File: config.mk
export PLATFORM = sky130hd
export DESIGN_NAME = ldrc_back
export DESIGN_NICKNAME = d
export VERILOG_FILES = /design/src/rtl/ldrc_pkg.sv /design/src/rtl/ldrc_back.sv
export SDC_FILE = /design/constraint.sdc
export NUM_CORES = 1
export LEC_CHECK = 0
export BUFFER_PORTS_ARGS = -buffer_cell sky130_fd_sc_hd__buf_2
export CELL_PAD_IN_SITES_DETAIL_PLACEMENT = 0
export CELL_PAD_IN_SITES_GLOBAL_PLACEMENT = 1
export CORE_MARGIN = 10
export CORE_UTILIZATION = 43
export CTS_CLUSTER_DIAMETER = 60
export DETAILED_ROUTE_END_ITERATION = 6
export PLACE_DENSITY = 0.78
export SYNTH_ARGS = -nofsm -noshare
export SYNTH_HDL_FRONTEND = slang
export SYNTH_SLANG_ARGS = --single-unit
File: constraint.sdc
create_clock -name clock -period 3.8 [get_ports clock]
set_clock_uncertainty 0.15 [all_clocks]
set_input_delay 0.76 -clock clock [delete_from_list [all_inputs] [get_ports clock]]
set_output_delay 0.76 -clock clock [all_outputs]
set_load 0.005 [all_outputs]
File: src/rtl/ldrc_pkg.sv
// Shared types and constants for the LIN diagnostic response checker.
// Used by every module of the block; depends on nothing.
`default_nettype none
package ldrc_pkg;

   // Input command codes as they arrive on the request channel
   typedef enum logic [1:0] {
      CMD_START = 2'd0,
      CMD_BYTE  = 2'd1,
      CMD_TICK  = 2'd2,
      CMD_NOP   = 2'd3
   } cmd_type;

   // Classified request kinds carried through the queue
   typedef enum logic [1:0] {
      KIND_START = 2'd0,
      KIND_BYTE  = 2'd1,
      KIND_TICK  = 2'd2
   } kind_type;

   // Outcome codes reported on the response channel
   typedef enum logic [1:0] {
      RESP_POS     = 2'd0,
      RESP_NEG     = 2'd1,
      RESP_PEND    = 2'd2,
      RESP_TIMEOUT = 2'd3
   } resp_type;

   // Configuration register indexes
   localparam logic [1:0] CSR_TIMEOUT_TICKS = 2'd0;
   localparam logic [1:0] CSR_PEND_LIMIT    = 2'd1;

   localparam logic [15:0] TIMEOUT_TICKS_RESET = 16'd200;
   localparam logic [7:0]  PEND_LIMIT_RESET    = 8'd10;

   // Protocol byte values
   localparam logic [7:0] NEG_RSP_SID      = 8'h7F;
   localparam logic [7:0] NRC_PENDING      = 8'h78;
   localparam logic [7:0] SID_POS_OFFSET   = 8'h40;
   localparam logic [7:0] SID_POS_ALT      = 8'hF2;
   localparam logic [3:0] PCI_SINGLE       = 4'h0;
   localparam logic [3:0] PCI_FIRST        = 4'h1;
   localparam logic [3:0] PCI_CONSECUTIVE  = 4'h2;
   localparam logic [3:0] CHECKSUM_POS     = 4'd8;
   localparam logic [12:0] FF_PAYLOAD_LEN  = 13'd5;
   localparam logic [12:0] CF_PAYLOAD_LEN  = 13'd6;
   localparam logic [12:0] COLLECTED_MAX   = 13'd8191;
   localparam logic [7:0]  FRAMES_MAX      = 8'd255;

   localparam int QUEUE_DEPTH_DEFAULT = 2;

   // One classified request waiting between front and back
   typedef struct packed {
      kind_type   kind;
      logic [7:0] value;   // service id on start, bus byte otherwise
   } entry_type;

   typedef struct packed {
      logic [15:0] timeout_ticks;
      logic [7:0]  pend_limit;
   } cfg_type;

endpackage
`default_nettype wire

File: src/rtl/ldrc_back.sv
// Transaction engine: frame assembly, checksum, PCI classification and
// the registered response stage. Depends on ldrc_pkg.
`default_nettype none
module ldrc_back
   import ldrc_pkg::*;
(
   input  wire logic        clock,
   input  wire logic        reset,
   input  cfg_type          cfg,
   input  wire logic        head_valid,
   input  entry_type        head_entry,
   output logic             pop,
   output logic             rsp_valid,
   input  wire logic        rsp_stall,
   output logic [1:0]       rsp_response_type,
   output logic [7:0]       rsp_frame_count,
   output logic [11:0]      rsp_total_length
);

   logic        busy_ff, busy_in;
   logic [7:0]  sid_ff, sid_in;
   logic [3:0]  pos_ff, pos_in;
   logic [7:0]  sum_ff, sum_in;
   logic [7:0]  head_ff [4];
   logic [7:0]  head_in [4];
   logic [11:0] total_ff, total_in;
   logic [12:0] collected_ff, collected_in;
   logic [7:0]  pending_ff, pending_in;
   logic        multi_ff, multi_in;
   resp_type    type_ff, type_in;
   logic [15:0] idle_ff, idle_in;
   logic [7:0]  good_ff, good_in;

   logic        rsp_valid_ff, rsp_valid_in;
   resp_type    rsp_type_ff, rsp_type_in;
   logic [7:0]  rsp_count_ff, rsp_count_in;
   logic [11:0] rsp_total_ff, rsp_total_in;

   logic        out_free, go, done;
   resp_type    done_type, ff_type;
   logic [16:0] tick_next;
   logic [8:0]  sum_wide, pend_next;
   logic [13:0] col_wide;
   logic [12:0] col_sat;
   logic [11:0] ff_total;
   logic [7:0]  b;

   function automatic logic sid_positive(input logic [7:0] rs, input logic [7:0] sid);
      return (rs == sid + SID_POS_OFFSET) || (rs == SID_POS_ALT);
   endfunction

   assign out_free = !rsp_valid_ff || !rsp_stall;
   assign go       = head_valid && out_free;
   assign pop      = go;
   assign b        = head_entry.value;

   assign tick_next = {1'b0, idle_ff} + 17'd1;
   assign sum_wide  = {1'b0, sum_ff} + {1'b0, b};
   assign pend_next = {1'b0, pending_ff} + 9'd1;
   assign col_wide  = {1'b0, collected_ff} + {1'b0, CF_PAYLOAD_LEN};
   assign col_sat   = (col_wide > {1'b0, COLLECTED_MAX}) ? COLLECTED_MAX : col_wide[12:0];
   assign ff_total  = {head_ff[0][3:0], head_ff[1]};

   always_comb begin
      if (sid_positive(head_ff[2], sid_ff)) begin
         ff_type = RESP_POS;
      end else if (head_ff[2] == NEG_RSP_SID) begin
         ff_type = RESP_NEG;
      end else begin
         ff_type = type_ff;
      end
   end

   always_comb begin
      busy_in      = busy_ff;
      sid_in       = sid_ff;
      pos_in       = pos_ff;
      sum_in       = sum_ff;
      head_in      = head_ff;
      total_in     = total_ff;
      collected_in = collected_ff;
      pending_in   = pending_ff;
      multi_in     = multi_ff;
      type_in      = type_ff;
      idle_in      = idle_ff;
      good_in      = good_ff;
      done         = 1'b0;
      done_type    = RESP_TIMEOUT;

      if (go) begin
         unique case (head_entry.kind)
            KIND_START: begin
               busy_in      = 1'b1;
               sid_in       = b;
               pos_in       = '0;
               sum_in       = '0;
               total_in     = '0;
               collected_in = '0;
               pending_in   = '0;
               multi_in     = 1'b0;
               type_in      = RESP_TIMEOUT;
               idle_in      = '0;
               good_in      = '0;
            end
            KIND_TICK: begin
               if (busy_ff) begin
                  if (tick_next > {1'b0, cfg.timeout_ticks}) begin
                     done = 1'b1;
                  end else begin
                     idle_in = tick_next[15:0];
                  end
               end
            end
            KIND_BYTE: begin
               if (busy_ff) begin
                  idle_in = '0;
                  if (pos_ff != CHECKSUM_POS) begin
                     // Frame body: capture head bytes, advance the carry-around sum
                     if (pos_ff >= 4'd1 && pos_ff <= 4'd4) begin
                        head_in[2'(pos_ff - 4'd1)] = b;
                     end
                     sum_in = (sum_wide > 9'd255) ? 8'(sum_wide - 9'd255) : sum_wide[7:0];
                     pos_in = pos_ff + 4'd1;
                  end else begin
                     pos_in = '0;
                     sum_in = '0;
                     if (~sum_ff != b) begin
                        done = 1'b1;
                     end else begin
                        if (good_ff != FRAMES_MAX) begin
                           good_in = good_ff + 8'd1;
                        end
                        case (head_ff[0][7:4])
                           PCI_SINGLE: begin
                              if (head_ff[1] == NEG_RSP_SID) begin
                                 if (head_ff[3] == NRC_PENDING) begin
                                    if (pend_next <= {1'b0, cfg.pend_limit}) begin
                                       pending_in = pend_next[7:0];
                                    end else begin
                                       done      = 1'b1;
                                       done_type = RESP_PEND;
                                    end
                                 end else begin
                                    done      = 1'b1;
                                    done_type = RESP_NEG;
                                 end
                              end else if (sid_positive(head_ff[1], sid_ff)) begin
                                 done      = 1'b1;
                                 done_type = RESP_POS;
                              end else begin
                                 done = 1'b1;
                              end
                           end
                           PCI_FIRST: begin
                              multi_in     = 1'b1;
                              total_in     = ff_total;
                              collected_in = FF_PAYLOAD_LEN;
                              type_in      = ff_type;
                              if (FF_PAYLOAD_LEN >= {1'b0, ff_total}) begin
                                 done      = 1'b1;
                                 done_type = ff_type;
                              end
                           end
                           PCI_CONSECUTIVE: begin
                              collected_in = col_sat;
                              if (multi_ff && col_sat >= {1'b0, total_ff}) begin
                                 done      = 1'b1;
                                 done_type = type_ff;
                              end
                           end
                           default: done = 1'b1;
                        endcase
                     end
                  end
               end
            end
            default: ;
         endcase
      end

      if (done) begin
         busy_in = 1'b0;
         type_in = done_type;
      end
   end

   // Response stage: load on a finish, hold while the consumer stalls
   always_comb begin
      rsp_valid_in = rsp_valid_ff;
      rsp_type_in  = rsp_type_ff;
      rsp_count_in = rsp_count_ff;
      rsp_total_in = rsp_total_ff;
      if (out_free) begin
         rsp_valid_in = done;
         if (done) begin
            rsp_type_in  = done_type;
            rsp_count_in = good_in;
            rsp_total_in = total_in;
         end
      end
   end

   always_ff @(posedge clock) begin
      if (reset) begin
         busy_ff      <= 1'b0;
         sid_ff       <= '0;
         pos_ff       <= '0;
         sum_ff       <= '0;
         total_ff     <= '0;
         collected_ff <= '0;
         pending_ff   <= '0;
         multi_ff     <= 1'b0;
         type_ff      <= RESP_TIMEOUT;
         idle_ff      <= '0;
         good_ff      <= '0;
         rsp_valid_ff <= 1'b0;
      end else begin
         busy_ff      <= busy_in;
         sid_ff       <= sid_in;
         pos_ff       <= pos_in;
         sum_ff       <= sum_in;
         total_ff     <= total_in;
         collected_ff <= collected_in;
         pending_ff   <= pending_in;
         multi_ff     <= multi_in;
         type_ff      <= type_in;
         idle_ff      <= idle_in;
         good_ff      <= good_in;
         rsp_valid_ff <= rsp_valid_in;
      end
   end

   always_ff @(posedge clock) begin
      head_ff      <= head_in;
      rsp_type_ff  <= rsp_type_in;
      rsp_count_ff <= rsp_count_in;
      rsp_total_ff <= rsp_total_in;
   end

   assign rsp_valid         = rsp_valid_ff;
   assign rsp_response_type = rsp_type_ff;
   assign rsp_frame_count   = rsp_count_ff;
   assign rsp_total_length  = rsp_total_ff;

endmodule
`default_nettype wire

== Word-level counts from Yosys, hierarchy flattened ==
Index checks and enable logic that the tools add are counted.

* Output and inout bits: 24
* Register bits: 136

* Bitwise operators: 2
* Order comparisons: 10
* Mux-type cells: 79
* $add $sub $neg: 9
* Reductions and logical operators: 25
* Equality and inequality tests: 29

{| class="wikitable"
|+ Operators by type and width
! kind !! number
|-
| $mux 8 || 16
|-
| $mux 12 || 5
|-
| $mux 13 || 4
|-
| $pmux 13 s2 || 2
|-
| $mux 16 || 3
|-
| $pmux 16 s3 || 1
|-
| $pmux 8 s2 || 3
|-
| $mux 2 || 18
|-
| $bwmux 32 || 1
|-
| $eq 8x7->1 const B || 3
|-
| $pmux 12 s2 || 1
|-
| $reduce_and 6->1 || 3
|-
| $add 16x1->17 const B || 1
|-
| $gt 17x16->1 || 1
|-
| $demux 8 s2 || 1
|-
| $eq 8x8->1 || 2
|-
| $eq 8x8->1 const B || 2
|-
| $mux 1 || 16
|-
| $ne 2x2->1 const B || 8
|-
| $add 13x3->14 const B || 1
|-
| $gt 14x13->1 const B || 1
|-
| $ge 13x12->1 || 1
|-
| $ge 3x12->1 const A || 1
|-
| $reduce_and 5->1 || 2
|-
| other kinds (42) || 57
|}

== Depth between registers and ports, before layout ==
* Word-level depth: 14
* Depth in mapped cells: 15

== Least setup slack after synthesis ==
Ideal clock, no wire load.

* Path kind: reg2reg
* From: register collected_ff[1]
* To: register type_ff[1]
* Slack: -265 ps
* Data arrival time: 3791 ps
* Cell stages (with the launch flop): 16
* Path buffers: 1
* Cell sequence: dfxtp_1 > inv_1 > ha_1 > nand3b_1 > nor3_1 > nand3_1 > clkbuf_1 > nand2_1 > ha_1 > a21oi_1 > a211o_1 > a21oi_1 > a221o_1 > o31ai_2 > nand2_1 > mux2_1

* Cells in the longest elaborated chain, start to end: 14
* Elaborated cells between the ends (all ways): 27
* Those cells by class: 1 x add/sub; 2 x order compare; 4 x eq/ne; 16 x mux; 4 x reduce/logical

{| class="wikitable"
|+ Ends and longest elaborated chain
! element !! line !! RTL
|-
| start, declared || ldrc_back.sv:27 || <nowiki>logic [12:0] collected_ff, collected_in;</nowiki>
|-
| start signal, assigned || ldrc_back.sv:223 || <nowiki>collected_ff <= collected_in;</nowiki>
|-
| $add 13x3->14 (*) || ldrc_back.sv:60 || <nowiki>assign col_wide = {1'b0, collected_ff} + {1'b0, CF_PAYLOAD_LEN};</nowiki>
|-
| $gt 14x13->1 || ldrc_back.sv:61 || <nowiki>assign col_sat = (col_wide > {1'b0, COLLECTED_MAX}) ? COLLECTED_MAX : col_wide[12:0];</nowiki>
|-
| $mux 13 (*) || ldrc_back.sv:61 ||
|-
| $ge 13x12->1 (*) || ldrc_back.sv:166 || <nowiki>if (multi_ff && col_sat >= {1'b0, total_ff}) begin</nowiki>
|-
| $logic_and 1x1->1 (*) || ldrc_back.sv:166 ||
|-
| $mux 1 || ldrc_back.sv:166 ||
|-
| $pmux 1 s3 || ldrc_back.sv:133 || <nowiki>case (head_ff[0][7:4])</nowiki>
|-
| $mux 1 || ldrc_back.sv:127 || <nowiki>if (~sum_ff != b) begin</nowiki>
|-
| $mux 1 || ldrc_back.sv:117 || <nowiki>if (pos_ff != CHECKSUM_POS) begin</nowiki>
|-
| $mux 1 || ldrc_back.sv:115 || <nowiki>if (busy_ff) begin</nowiki>
|-
| $pmux 1 s2 || ldrc_back.sv:91 || <nowiki>unique case (head_entry.kind)</nowiki>
|-
| $mux 1 || ldrc_back.sv:90 || <nowiki>if (go) begin</nowiki>
|-
| $ne 3x2->1 (no source line) (tied with other cells) || n/a ||
|-
| $reduce_and 6->1 (no source line) || n/a ||
|-
| end signal, assigned || ldrc_back.sv:226 || <nowiki>type_ff <= type_in;</nowiki>
|-
| end, declared || ldrc_back.sv:30 || <nowiki>resp_type type_ff, type_in;</nowiki>
|}

Mark *: on every way between the ends. The rest lies on a longest branch, timed or not.
A chain may end at the register's enable or synchronous reset.

== Final worst setup path ==
* From: register idle_ff[4]
* To: register idle_ff[0]

* Cells in the longest elaborated chain, start to end: 4

{| class="wikitable"
|+ Ends and longest elaborated chain
! element !! line !! RTL
|-
| start, declared || ldrc_back.sv:31 || <nowiki>logic [15:0] idle_ff, idle_in;</nowiki>
|-
| start signal, assigned || ldrc_back.sv:227 || <nowiki>idle_ff <= idle_in;</nowiki>
|-
| $add 16x1->17 || ldrc_back.sv:57 || <nowiki>assign tick_next = {1'b0, idle_ff} + 17'd1;</nowiki>
|-
| $gt 17x16->1 || ldrc_back.sv:107 || <nowiki>if (tick_next > {1'b0, cfg.timeout_ticks}) begin</nowiki>
|-
| $ne 2x2->1 (no source line) || n/a ||
|-
| $reduce_and 5->1 (no source line) || n/a ||
|}

No other way between the ends.

==> flow_summary.rst <==
.. list-table::
   :header-rows: 1

   * - Metric
     - Value
   * - Outcome
     - completed
   * - Total die area
     - 25,150 um2
   * - Startpoint type of the worst setup path
     - register
   * - Synthesized area
     - between 8000 and 9000 um2
   * - Launch instance of the worst min-delay path
     - pending_ff[7]$_SDFFE_PP0P_
   * - Setup repair after global routing missed its margin
     - yes
   * - Post-route minimum period
     - 3.555 ns
   * - Maximum clock path buffer count
     - 2
   * - Critical path data arrival time
     - 3.77 ns
   * - Reg2reg path depth
     - 13
   * - DRC violation count after routing
     - 0
   * - Vias in the first global route
     - 6,458
   * - Start of the worst register-to-register path
     - idle_ff[4]$_SDFFE_PP0P_
   * - Share of synthesized area occupied by flip-flops and latches
     - 39.52%
   * - Post-synthesis async set-or-reset flop share
     - 0%
   * - LEAKAGE
     - 3.665 nW
   * - Post-Route Utilization
     - between 50% and 60%
   * - End of the worst register-to-register path
     - idle_ff[0]$_SDFFE_PP0P_
   * - Floorplan core area
     - 18,830 um2
   * - Total instance count after detailed placement
     - roughly 1,200
   * - Clock sinks
     - about 140
   * - DRT antenna net count
     - 0
   * - CTS tree
     - yes
   * - Worst Setup Path Type
     - reg -> reg
   * - Worst hold path endpoint
     - pending_ff[7]$_SDFFE_PP0P_
   * - H-Tree Depth
     - 4
   * - Mean post-synth cell area
     - about 9.1 um2
   * - Register-to-register setup slack
     - 0.24 ns
   * - Actual transition at the worst max-transition pin
     - 0.7812 ns
   * - Initial antenna violation count
     - 1
   * - Maximum number of pins on one net before global-route repair
     - 52
   * - Port bufs
     - 61
   * - Number of detailed-routing iterations run before antenna repair
     - 5
   * - TritonCTS Buffers
     - 17
   * - EDFF count, synth
     - 54
   * - Hold path depth
     - 2
   * - Initial Utilization
     - 43.85%
   * - Root buffer cell
     - clkbuf_16
   * - Unique masters post-synth
     - 85
   * - Pre-CTS setup slack
     - 0.07034 ns
   * - Number of placement rows
     - 50
   * - PwrDens
     - 353.5 nW/um2
   * - Critical path peak fanout
     - 12
   * - Yosys warning total
     - 0
   * - Layout Cells excl Fill
     - 1,259
   * - Layout filler cell count
     - 1,777
   * - Fin Setup TNS
     - 0 ns
   * - Chip Width
     - 158.6 um
   * - Setup WS post-layout
     - 0.2447 ns
   * - Boundary Pins
     - 62
   * - Total number of vias
     - between 6,000 and 7,000
   * - Critical Path RT
     - roughly 4 ns
   * - # Max-Cap Violations
     - 0
   * - Post-Synthesis Net Count
     - 1,009
   * - Final Slew Violations
     - 0
   * - Flip-flop cell with the highest count after synthesis
     - dfxtp_1
   * - Final estimated routing congestion in global placement
     - 0.8487
   * - Count of endpoints failing setup in the final report
     - 0
   * - Layout cell share with drive strength beyond 1
     - 15.83%
   * - Drt initial violations
     - 537
   * - GRT overflow
     - 0
   * - Synthesized flop and latch total
     - 136
   * - Endpoints failing hold
     - 0
   * - Final critical-path share of the clock period
     - 93.56%
   * - Number of nets in the finished design
     - between 1,000 and 1,500
   * - Mean number of vias per cell
     - around 5.5
   * - Global Route Usage Sum
     - 17.03%
   * - Clock Latency Late Sink
     - roughly 0.44 ns
   * - Power Total
     - 3.393 mW
   * - Hold Path Class
     - reg -> reg
   * - Routed WL per cell
     - between 15 and 20 um
   * - Total wirelength of the detailed-routed design
     - 21,340 um
   * - Clock-pin slew of the registers on the worst-case setup and hold paths
     - 0.07 ns
   * - Maximum achievable frequency
     - 281.3 MHz
   * - Worst slew margin relative to its limit
     - 47.92%
   * - Number of cells produced by synthesis
     - 912
   * - P&R area growth vs syn
     - 16.23%
   * - First-pass GRT wire length
     - ~34,000 um
   * - Chip Height
     - 158.6 um
   * - Worst Setup End Kind
     - register
   * - VDD IR-drop max
     - roughly 0.25 mV
   * - HPWL Detailed
     - between 15,000 and 20,000 um
## how the worst max path moves through the flow
stage,start,endpoint,slack [ns]
after floorplan,collected_ff[1]$_SDFFE_PP0P_,type_ff[1]$_SDFFE_PP1P_,0.03
after global placement,head_entry[0],sum_ff[6]$_SDFFE_PP0P_,0.1
after detailed placement,head_entry[0],sum_ff[6]$_SDFFE_PP0P_,0.07
after CTS,idle_ff[0]$_SDFFE_PP0P_,idle_ff[0]$_SDFFE_PP0P_,0.06
after global routing,idle_ff[4]$_SDFFE_PP0P_,idle_ff[9]$_SDFFE_PP0P_,-0.09
final,idle_ff[4]$_SDFFE_PP0P_,idle_ff[0]$_SDFFE_PP0P_,0.24
## kinds of logic after synthesis
kind of cell | synth area share [%]
multiplexers | 1.273
AND/OR/NAND/NOR | 23.32
buffers and inverters | 4.833
AO/OA/AOI/OAI | 16.99
flip-flops | 39.52
XOR/XNOR | 5.045
adder cells (fa/ha/maj) | 9.030
## power by group
group | switching [mW] | internal (mW) | total [mW]
clock | 0.740 | 0.942 | 1.68
combinational | 0.120 | 0.0688 | 0.189
sequential | 0.00708 | 1.51 | 1.52
## worst max-delay path, stage by stage (launching register included)
cell	delay (ns)
dfxtp_1	0.38
and3_1	0.23
and4_1	0.22
nand3_1	0.18
nor2_1	0.18
xor2_1	0.25
ha_1	0.32
and4_1	0.22
a221oi_1	0.32
nand4b_1	0.23
a21oi_2	0.21
buf_6	0.18
mux2_2	0.34
nor2_1	0.07
## layer usage
metal / GRT usage (%) / vias up / part of all wire, %
met5: 0 / - / 0
met4: 6.087 / 0 / 1.8
met3: 3.265 / 26 / 3.8
met2: 26.50 / 123 / 45
met1: 23.04 / 3256 / 49
li1: - / 3493 / -
## what timing repair did
item | in CTS | in global routing
gates resized for setup | 0 | 9
endpoints found under the hold margin | 0 | 0
buffers inserted | 0 | 2
endpoints found under the setup margin | 0 | 44
hold buffers | 0 | 0
## through the flow
stage	hold slack [ns]	cell area, um2
final	0.3346	9598
after global routing	0.3745	9598
after CTS	0.3373	9535
after detailed placement	0.3281	8935
after global placement	0.3153	8935
after floorplan	0.3027	8265
## layout by cell type (no fill, tap or decap), types with 7 or more instances in the layout
master / instances
a21o_1: 8
a21oi_1: 57
a22oi_1: 24
a311oi_1: 8
a31oi_1: 13
and2_1: 10
and3_1: 9
buf_2: 62
buf_4: 28
clkbuf_16: 17
dfxtp_1: 81
edfxtp_1: 54
ha_1: 58
inv_1: 51
nand2_1: 99
nand2b_1: 8
nand3_1: 28
nand3b_1: 16
nand4_1: 24
nor2_1: 65
nor2b_1: 27
nor3_1: 11
nor4_1: 7
o21ai_0: 35
o21ai_1: 11
o31ai_1: 8
xnor2_1: 25
xor2_1: 19
## Yosys cell counts, types with 4 or more instances
| library cell | instances | area, um2 |
|---|---|---|
| o31ai_1 | 8 | 60.06 |
| and3_1 | 9 | 56.30 |
| nand2_1 | 100 | 375.4 |
| a211o_1 | 4 | 35.03 |
| nand3b_1 | 16 | 120.1 |
| a31oi_1 | 13 | 81.33 |
| and2_1 | 11 | 68.82 |
| clkbuf_1 | 26 | 97.59 |
| nor2b_1 | 27 | 168.9 |
| a211oi_1 | 4 | 30.03 |
| ha_1 | 58 | 725.7 |
| nand4b_1 | 6 | 52.55 |
| a21oi_1 | 58 | 290.3 |
| a221o_1 | 4 | 40.04 |
| o21ai_1 | 11 | 55.05 |
| xnor2_1 | 26 | 227.7 |
| mux2i_1 | 6 | 60.06 |
| clkbuf_8 | 4 | 55.05 |
| or4_1 | 5 | 37.54 |
| nor3_1 | 12 | 60.06 |
| nor4_1 | 7 | 43.79 |
| buf_2 | 5 | 25.02 |
| nor2_1 | 66 | 247.7 |
| a21o_1 | 8 | 60.06 |
| edfxtp_1 | 54 | 1622 |
| xor2_1 | 19 | 166.4 |
| o21ai_0 | 35 | 175.2 |
| nand4_1 | 24 | 150.1 |
| inv_1 | 51 | 191.4 |
| a22oi_1 | 24 | 180.2 |
| nand3_1 | 28 | 140.1 |
| nand2b_1 | 8 | 50.05 |
| a32oi_1 | 4 | 35.03 |
| nor3b_1 | 4 | 30.03 |
| a311oi_1 | 8 | 70.07 |
| or3_1 | 6 | 37.54 |
| dfxtp_1 | 82 | 1642 |
## sequential cells by signal, summed over array words and instances, names as in the netlist, 12 cells and up
name / count
head_ff: 20
idle_ff: 16
collected_ff: 13
ff_total: 12
rsp_total_length: 12
total_ff: 12
## layout make-up
type / count / area [um2] / area share (%)
antenna: 1 / 2.502 / 0.02607
clock buffer: 17 / 425.4 / 4.432
clock inverter: 15 / 175.2 / 1.825
inverter: 52 / 195.2 / 2.034
multi-input combinational: 685 / 4638 / 48.32
sequential: 136 / 3264 / 34.01
tap: 260 / 325.3 / 3.389
timing repair buffer: 93 / 571.8 / 5.957
(Power assumes the default switching activity.)
